File: src/sv/abridged_length_deframer_top_defines.svh
// Assertion macros shared by the deframer modules.
// Each macro expects clk_i and rst_ni to be visible at the point of use.
`ifndef ABRIDGED_LENGTH_DEFRAMER_TOP_DEFINES_SVH
`define ABRIDGED_LENGTH_DEFRAMER_TOP_DEFINES_SVH

`ifndef SYNTHESIS
// Checked on every rising edge outside reset.
`define ALD_ASSERT(lbl, prop, msg) \
  lbl: assert property (@(posedge clk_i) disable iff (!rst_ni) prop) else $error(msg);
// Checked on every rising edge, reset included.
`define ALD_ASSERT_NR(lbl, prop, msg) \
  lbl: assert property (@(posedge clk_i) prop) else $error(msg);
`else
`define ALD_ASSERT(lbl, prop, msg)
`define ALD_ASSERT_NR(lbl, prop, msg)
`endif

`endif

File: src/sv/ald_pkg.sv
package ald_pkg;

  // Header byte value at and above which a 3-byte word count follows.
  localparam logic [7:0] EXT_MARK = 8'h7f;

  // Kind of a result, carried on tuser.
  typedef enum logic [1:0] {
    ST_PAYLOAD = 2'd0,
    ST_EMPTY   = 2'd1,
    ST_ERROR   = 2'd2
  } status_e;

  // Results caused by one received byte. Either a single result, or (quad)
  // four payload bytes taken from data, lowest byte first, the last one
  // closing the frame.
  typedef struct packed {
    logic        valid;
    logic        quad;
    logic [31:0] data;
    logic        last;
    status_e     status;
    logic [31:0] code;
  } grp_t;

endpackage

File: src/sv/abridged_length_deframer_top.sv
// Path: a received byte that completes a result waits in the input register until it is loaded
//   into the output register, which shows the result on the master side.
// Throughput: one byte per cycle while no byte with a result waits; a four-byte frame releases
//   its results one per cycle from the output register while the master side is ready.
// Reset: rst_ni clears the frame state and both valid flags asynchronously; the block then
//   waits for a header byte and leaves the halted state only through reset.
module abridged_length_deframer_top (
  input  logic        clk_i,
  input  logic        rst_ni,
  // Slave side: received bytes.
  input  logic        s_axis_tvalid_i,
  output logic        s_axis_tready_o,
  input  logic [7:0]  s_axis_tdata_i,   // [7:0] rx_byte
  // Master side: one result per transaction.
  output logic        m_axis_tvalid_o,
  input  logic        m_axis_tready_i,
  output logic [39:0] m_axis_tdata_o,   // [7:0] data_byte, [39:8] error_code
  output logic        m_axis_tlast_o,   // last_of_frame
  output logic [1:0]  m_axis_tuser_o    // [1:0] status
);
  import ald_pkg::*;

  // Input register. It holds one received byte so that the slave side keeps
  // taking transactions while the output register waits on the master side, until a byte with a result waits in it.
  logic       in_valid_q;
  logic [7:0] in_byte_q;

  grp_t       grp;
  logic       can_load;
  logic       consume;
  logic       load;

  logic [7:0]  data_byte;
  logic [31:0] error_code;

  // A byte that causes no result is consumed at once; one that does waits
  // until the output register has room for its whole group of results.
  assign consume = in_valid_q && (!grp.valid || can_load);
  assign load    = consume && grp.valid;

  assign s_axis_tready_o = !in_valid_q || consume;

  always_ff @(posedge clk_i or negedge rst_ni) begin
    if (!rst_ni) begin
      in_valid_q <= 1'b0;
    end else if (s_axis_tvalid_i && s_axis_tready_o) begin
      in_valid_q <= 1'b1;
    end else if (consume) begin
      in_valid_q <= 1'b0;
    end
  end

  always_ff @(posedge clk_i) begin
    if (s_axis_tvalid_i && s_axis_tready_o) begin
      in_byte_q <= s_axis_tdata_i;
    end
  end

  // Frame state machine: header, extended count, payload and the hold-back
  // check of four-byte frames, all decided combinationally as each byte is taken.
  ald_parser u_parser (
    .clk_i  (clk_i),
    .rst_ni (rst_ni),
    .byte_i (in_byte_q),
    .take_i (consume),
    .grp_o  (grp)
  );

  // Output register. It holds the results of one byte and hands them out one
  // transaction at a time.
  ald_outq u_outq (
    .clk_i       (clk_i),
    .rst_ni      (rst_ni),
    .load_i      (load),
    .grp_i       (grp),
    .can_load_o  (can_load),
    .m_tvalid_o  (m_axis_tvalid_o),
    .m_tready_i  (m_axis_tready_i),
    .data_byte_o (data_byte),
    .last_o      (m_axis_tlast_o),
    .status_o    (m_axis_tuser_o),
    .code_o      (error_code)
  );

  assign m_axis_tdata_o = {error_code, data_byte};

endmodule

File: src/sv/ald_parser.sv
`include "abridged_length_deframer_top_defines.svh"

module ald_parser (
  input  logic          clk_i,
  input  logic          rst_ni,
  input  logic [7:0]    byte_i,
  input  logic          take_i,
  output ald_pkg::grp_t grp_o
);
  import ald_pkg::*;

  typedef enum logic [1:0] {
    PH_HEADER,
    PH_EXT,
    PH_PAYLOAD,
    PH_HALTED
  } phase_e;

  phase_e      phase_q, phase_d;
  logic [1:0]  ext_cnt_q, ext_cnt_d;
  logic [15:0] wc_acc_q, wc_acc_d;
  logic [25:0] rem_q, rem_d;
  logic        short_q, short_d;
  logic [7:0]  held_q [3];
  logic [7:0]  held_d [3];

  logic        start;
  logic [23:0] words;
  logic [1:0]  pos;

  always_comb begin
    phase_d   = phase_q;
    ext_cnt_d = ext_cnt_q;
    wc_acc_d  = wc_acc_q;
    rem_d     = rem_q;
    short_d   = short_q;
    held_d    = held_q;
    grp_o     = '0;
    start     = 1'b0;
    words     = '0;
    pos       = 2'd0 - rem_q[1:0];

    unique case (phase_q)
      PH_HEADER: begin
        if (byte_i < EXT_MARK) begin
          start = 1'b1;
          words = 24'(byte_i);
        end else begin
          phase_d   = PH_EXT;
          ext_cnt_d = 2'd0;
          wc_acc_d  = '0;
        end
      end
      PH_EXT: begin
        if (ext_cnt_q == 2'd2) begin
          start     = 1'b1;
          words     = {byte_i, wc_acc_q};
          ext_cnt_d = 2'd0;
        end else begin
          wc_acc_d  = ext_cnt_q[0] ? {byte_i, wc_acc_q[7:0]} : {8'h00, byte_i};
          ext_cnt_d = ext_cnt_q + 2'd1;
        end
      end
      PH_PAYLOAD: begin
        if (short_q) begin
          if (rem_q != 26'd1) begin
            for (int i = 0; i < 3; i++) begin
              if (pos == 2'(i)) begin
                held_d[i] = byte_i;
              end
            end
            rem_d = rem_q - 26'd1;
          end else begin
            short_d      = 1'b0;
            rem_d        = '0;
            grp_o.valid  = 1'b1;
            grp_o.last   = 1'b1;
            if (byte_i[7]) begin
              // A negative word is a transport error code; stop for good.
              phase_d      = PH_HALTED;
              grp_o.status = ST_ERROR;
              grp_o.code   = {byte_i, held_q[2], held_q[1], held_q[0]};
            end else begin
              phase_d      = PH_HEADER;
              grp_o.quad   = 1'b1;
              grp_o.status = ST_PAYLOAD;
              grp_o.data   = {byte_i, held_q[2], held_q[1], held_q[0]};
            end
          end
        end else begin
          rem_d        = rem_q - 26'd1;
          grp_o.valid  = 1'b1;
          grp_o.status = ST_PAYLOAD;
          grp_o.data   = 32'(byte_i);
          grp_o.last   = (rem_q == 26'd1);
          if (rem_q == 26'd1) begin
            phase_d = PH_HEADER;
          end
        end
      end
      PH_HALTED: begin
        phase_d = PH_HALTED;
      end
      default: begin
        phase_d = PH_HEADER;
      end
    endcase

    if (start) begin
      if (words == 24'd0) begin
        phase_d      = PH_HEADER;
        grp_o.valid  = 1'b1;
        grp_o.last   = 1'b1;
        grp_o.status = ST_EMPTY;
      end else begin
        rem_d   = {words, 2'b00};
        short_d = (words == 24'd1);
        phase_d = PH_PAYLOAD;
      end
    end
  end

  always_ff @(posedge clk_i or negedge rst_ni) begin
    if (!rst_ni) begin
      phase_q   <= PH_HEADER;
      ext_cnt_q <= '0;
      wc_acc_q  <= '0;
      rem_q     <= '0;
      short_q   <= 1'b0;
    end else if (take_i) begin
      phase_q   <= phase_d;
      ext_cnt_q <= ext_cnt_d;
      wc_acc_q  <= wc_acc_d;
      rem_q     <= rem_d;
      short_q   <= short_d;
    end
  end

  always_ff @(posedge clk_i) begin
    if (take_i) begin
      held_q <= held_d;
    end
  end

  `ALD_ASSERT(a_halt_sticky, (phase_q == PH_HALTED) |=> (phase_q == PH_HALTED), "halt left without reset")
  `ALD_ASSERT(a_err_halts, (take_i && grp_o.valid && grp_o.status == ST_ERROR) |=> (phase_q == PH_HALTED), "error did not halt")
  `ALD_ASSERT(a_short_rem, !short_q || (rem_q != 26'd0 && rem_q <= 26'd4), "short frame count out of range")

endmodule

File: src/sv/ald_outq.sv
`include "abridged_length_deframer_top_defines.svh"

module ald_outq (
  input  logic          clk_i,
  input  logic          rst_ni,
  input  logic          load_i,
  input  ald_pkg::grp_t grp_i,
  output logic          can_load_o,
  output logic          m_tvalid_o,
  input  logic          m_tready_i,
  output logic [7:0]    data_byte_o,
  output logic          last_o,
  output logic [1:0]    status_o,
  output logic [31:0]   code_o
);
  import ald_pkg::*;

  grp_t       grp_q;
  logic       valid_q;
  logic [1:0] idx_q;
  logic       final_res;

  // The group's final result is the only one for a single, the fourth for a quad.
  assign final_res   = !grp_q.quad || (idx_q == 2'd3);
  assign can_load_o  = !valid_q || (m_tready_i && final_res);

  assign m_tvalid_o  = valid_q;
  assign data_byte_o = grp_q.quad ? 8'(grp_q.data >> {idx_q, 3'b000}) : grp_q.data[7:0];
  assign last_o      = grp_q.quad ? (idx_q == 2'd3) : grp_q.last;
  assign status_o    = grp_q.status;
  assign code_o      = grp_q.code;

  always_ff @(posedge clk_i or negedge rst_ni) begin
    if (!rst_ni) begin
      valid_q <= 1'b0;
      idx_q   <= '0;
    end else if (load_i) begin
      valid_q <= 1'b1;
      idx_q   <= '0;
    end else if (valid_q && m_tready_i) begin
      if (final_res) begin
        valid_q <= 1'b0;
        idx_q   <= '0;
      end else begin
        idx_q <= idx_q + 2'd1;
      end
    end
  end

  always_ff @(posedge clk_i) begin
    if (load_i) begin
      grp_q <= grp_i;
    end
  end

  `ALD_ASSERT(a_idx_quad, (idx_q != 2'd0) |-> (valid_q && grp_q.quad), "index moved outside a quad")
  `ALD_ASSERT(a_load_room, load_i |-> can_load_o, "group loaded over a pending one")
  `ALD_ASSERT(a_step, (valid_q && m_tready_i && !final_res) |=> (valid_q && idx_q == 2'($past(idx_q) + 2'd1)), "quad did not advance")

endmodule

File: config.mk
export PLATFORM = sky130hd
export DESIGN_NAME = abridged_length_deframer_top
export DESIGN_NICKNAME = d
export VERILOG_FILES = /design/src/sv/ald_pkg.sv /design/src/sv/abridged_length_deframer_top.sv /design/src/sv/ald_parser.sv /design/src/sv/ald_outq.sv
export VERILOG_INCLUDE_DIRS = /design/src /design/src/sv
export SDC_FILE = /design/constraint.sdc
export NUM_CORES = 1
export LEC_CHECK = 0
export BUFFER_PORTS_ARGS = -buffer_cell sky130_fd_sc_hd__buf_4
export CAP_MARGIN = 20
export CORE_AREA = 2 2 115 117
export CTS_CLUSTER_DIAMETER = 150
export DETAILED_ROUTE_END_ITERATION = 10
export DIE_AREA = 0 0 117 119
export HOLD_SLACK_MARGIN = 0.03
export PLACE_DENSITY = 0.77
export SLEW_MARGIN = 25
export SYNTH_ARGS = -nofsm -noshare
export SYNTH_HDL_FRONTEND = slang
export SYNTH_HIERARCHICAL = 1
export SYNTH_SLANG_ARGS = --single-unit
File: constraint.sdc
create_clock -name clk_i -period 5.05 [get_ports clk_i]
set_input_delay 1.01 -clock clk_i [delete_from_list [all_inputs] [get_ports clk_i]]
set_output_delay 1.01 -clock clk_i [all_outputs]
set_load 0.03 [all_outputs]
==> results by group <==
GRT
  – First-pass GRT wire length: between 20000 and 30000 microns
  – Antenna violations before repair: 0
  – Pin count of the biggest net entering global routing: between 50 and 60
  – Grt met3 use: approximately 6.5%
  – GRT Residual Overflow: 0
  – Met1 track demand over resource: 35.82%
  – Vias in the first global route: 4743
  – Most congested layer reported by global routing: met2
  – GRT Total Usage: 24.72%
  – Fraction of met2 tracks used by global routing: 35.87%

CTS
  – Hold-fix buffers at CTS: 0
  – CTS Root Cell: clkbuf_16
  – Post-CTS resize count: 0
  – Clk sinks: 151
  – CTS H-Tree Depth: 4
  – Total clock buffers created by CTS: 17
  – Number of buffers inserted by post-CTS setup repair: 0
  – Clock tree from TritonCTS: done
  – Clock Path Buffers: 2
  – Clock-pin slew on the worst setup and hold paths: 60 ps
  – Clock latency on the worst-skew pair: 430 ps

Placement
  – Dpl cell area: 0.007621 sq mm
  – Gpl congestion: between 0.8 and 0.9
  – Total instance count after detailed placement: 812
  – Detailed Place HPWL: approximately 11000 microns
  – Input/output buffers: 56

Drt
  – Routed wire length per instance: 19.59 microns
  – Total vias in the final route: 5164
  – Violation count after the first detailed-route iteration: 632
  – Final wirelength: 16530 microns
  – Post-DRT Antenna Nets: 0
  – Vias per inst: approximately 6
  – Pre-Repair DR Iteration Count: 7
  – Final routed DRC violation total: 0

Logic synthesis
  – Synthesized area per cell: 11.43 sq um
  – Net Count, Synth: 664
  – Yosys warning total: 6
  – Top flip-flop cell by instance count after synthesis: edfxtp_1
  – Mapped Cells: 647
  – Number of flip-flops and latches in the synthesized netlist: 151
  – Number of enable-type register cells in the synthesized netlist: 100
  – Count of distinct cell types in the synthesized netlist: 69
  – Async set-reset flop share out of synthesis: around 34%
  – Register area share after synthesis: 57.86%
  – Area fraction of the dominant cell type after synthesis: 40.60%
  – Area of the mapped netlist: 0.007396 sq mm
  – Cell type with the highest aggregate area in the netlist: edfxtp_1
  – Top post-synthesis cells by area: edfxtp_1, dfrtp_1, and2_1

Layout
  – Sequential cell area: about 0.0043 sq mm
  – Final design area excluding fillers: 0.008208 sq mm
  – Final core utilization: 63.75%
  – Layout area overhead: 10.98%
  – Fill cell instance count of the final layout: 980
  – Most common library cell in the layout ignoring fill and taps: edfxtp_1
  – Total number of nets in the final design: 672
  – Total inserted antenna cells: 0
  – Final cell count without fillers: 844
  – Top library cells by usage in the layout, fill and taps aside: edfxtp_1, buf_4, nand2_1
  – Footprint of the multi-input gates: 0.002595 sq mm
  – Fraction of final layout cells with drive strength greater than 1: around 18%

STA
  – Maximum clock frequency: between 200 and 250 MHz
  – Post-layout minimum cycle time: 4174 ps
  – Hold Fails Final Rpt: 0
  – Total setup violations reported at the end of the flow: 0
  – Pins Over Slew Limit: 0
  – Max_slew headroom: 41.46%
  – Final worst-path cycle share: 82.65%
  – Total Negative Setup Slacks: 0 ps
  – Worst Skew: 6.989 ps
  – Unrepaired setup endpoints after global routing: no
  – Slew at the pin with the worst max-slew slack: 878.1 ps

Setup path
  – Maximum fanout encountered on the critical timing path: 33
  – Data required time at the worst endpoint: 4040 ps
  – Critical Path End Type: output port
  – Reg2reg start: in_byte_q[7]
  – Critical path startpoint category: flip-flop
  – Crit Path Category: flip-flop to output port
  – CP Data Arrival Time: 3160 ps
  – Crit path from: in_byte_q[4]

Power
  – Max rail drop VDD: 0.3840 mV
  – Total design power: 4.138 mW
  – Total power divided by cell area: 504.1 mW/mm^2
  – Static leakage: 3.191 nW

Min path
  – Worst min-delay path class: flip-flop to flip-flop
  – Start point of the worst hold path: u_parser/rem_q[16]

Die
  – Die boundary width: approximately 120 microns
  – Core area: between 0.01 and 0.015 sq mm
  – Number of top-level pins: 57
  – Die Y-Extent: approximately 120 microns
  – Row count: 42
  – Area of the die: between 0.01 and 0.015 sq mm
  – Effective utilization at floorplan: 57.44%

Run
  – Max-cap violations: 0

Outcome
  – Status: finished, final reports clean
logic make-up (layout without fill, tap and decap cells):
group           count (synthesis)  after routing  share of synthesized area [%]
mux                            10             10                          1.658
flops                         151            151                          57.86
compound gates                135            135                          12.79
fa+ha+maj                       5              5                         0.8459
other cells                     1              1                        0.05070
simple gates                  256            256                          19.47
buf+inv                        89            110                          7.325
cell usage after synthesis, types with 4 or more instances:
library cell,number
edfxtp_1,100
nand2_1,65
and2_1,57
dfrtp_1,51
buf_4,36
nor2_1,36
o21ai_0,34
o31ai_1,20
buf_2,19
a22o_1,18
nor4_1,15
a21oi_1,14
nor3_1,14
clkbuf_1,13
inv_1,11
o22ai_1,11
a221o_1,9
nand2b_1,9
nand3b_1,8
nand3_1,7
nand4_1,7
or3_1,7
a21o_1,6
mux2_2,6
ha_1,5
a211o_1,4
or4_1,4
report_power, final:
part / total, mW / switching (mW) / internal (mW)
clock network: 1.24 / 0.511 / 0.728
logic: 1.05 / 0.639 / 0.412
registers: 1.85 / 0.273 / 1.58
total: 4.14 / 1.42 / 2.72
metrics by stage:
stage / setup slack [ps] / hold slack (ps)
after CTS: 885.6 / 507.4
final: 876.3 / 504.7
after floorplan: 1436 / 449.7
after global routing: 610.0 / 526.7
after detailed placement: 1082 / 491.5
after global placement: 1243 / 484.9
metal layers:
layer / share of wire (%) / up-vias / routed length, microns
met3: 8.5 / 35 / 1408
met1: 43 / 2487 / 7048
met2: 46 / 265 / 7658
met4: 2.5 / 0 / 419
li1: - / 2377 / -
met5: 0 / - / 0
critical path, cell delays in order, from the launching register on:
cell and delay (ps):
edfxtp_1 730, nand4_1 220, o41a_1 560, nand2_1 160, nand3b_1 80, buf_4 250, o21ai_0 240, or2_2 190
nand3b_4 110, buf_4 190
final timing paths:
check / end / slack [ps] / depth (start not counted)
hold / removal: u_parser/rem_q[16] / 500 / 1
setup reg to reg: u_parser/wc_acc_q[4] / 900 / 13
max in group asynchronous: u_parser/rem_q[23] / 4000 / 1
hold reg to reg: u_parser/rem_q[16] / 500 / 1
min in group asynchronous: u_parser/rem_q[10] / 610 / 1
setup / recovery: s_axis_tready_o / 880 / 9
sequential cells by signal (all words and copies together), names as in the netlist:
register            cells
u_outq/grp_q           34
u_outq/code_o          32
u_parser/rem_q         26
u_parser/held_q        24
u_parser/wc_acc_q      16
in_byte_q               8
u_outq/idx_q            2
u_outq/status_o         2
u_parser/ext_cnt_q      2
u_parser/phase_q        2
in_valid_q              1
u_outq/m_tvalid_o       1
u_parser/short_q        1
final cells by class:
class / instances / area share [%]
timing repair buffer: 65 / 5.945
clock buffer: 17 / 5.183
inverter: 13 / 0.5945
clock inverter: 15 / 1.845
tap: 176 / 2.683
sequential: 151 / 52.13
multi-input combinational: 407 / 31.62
(Power assumes the default switching activity.)
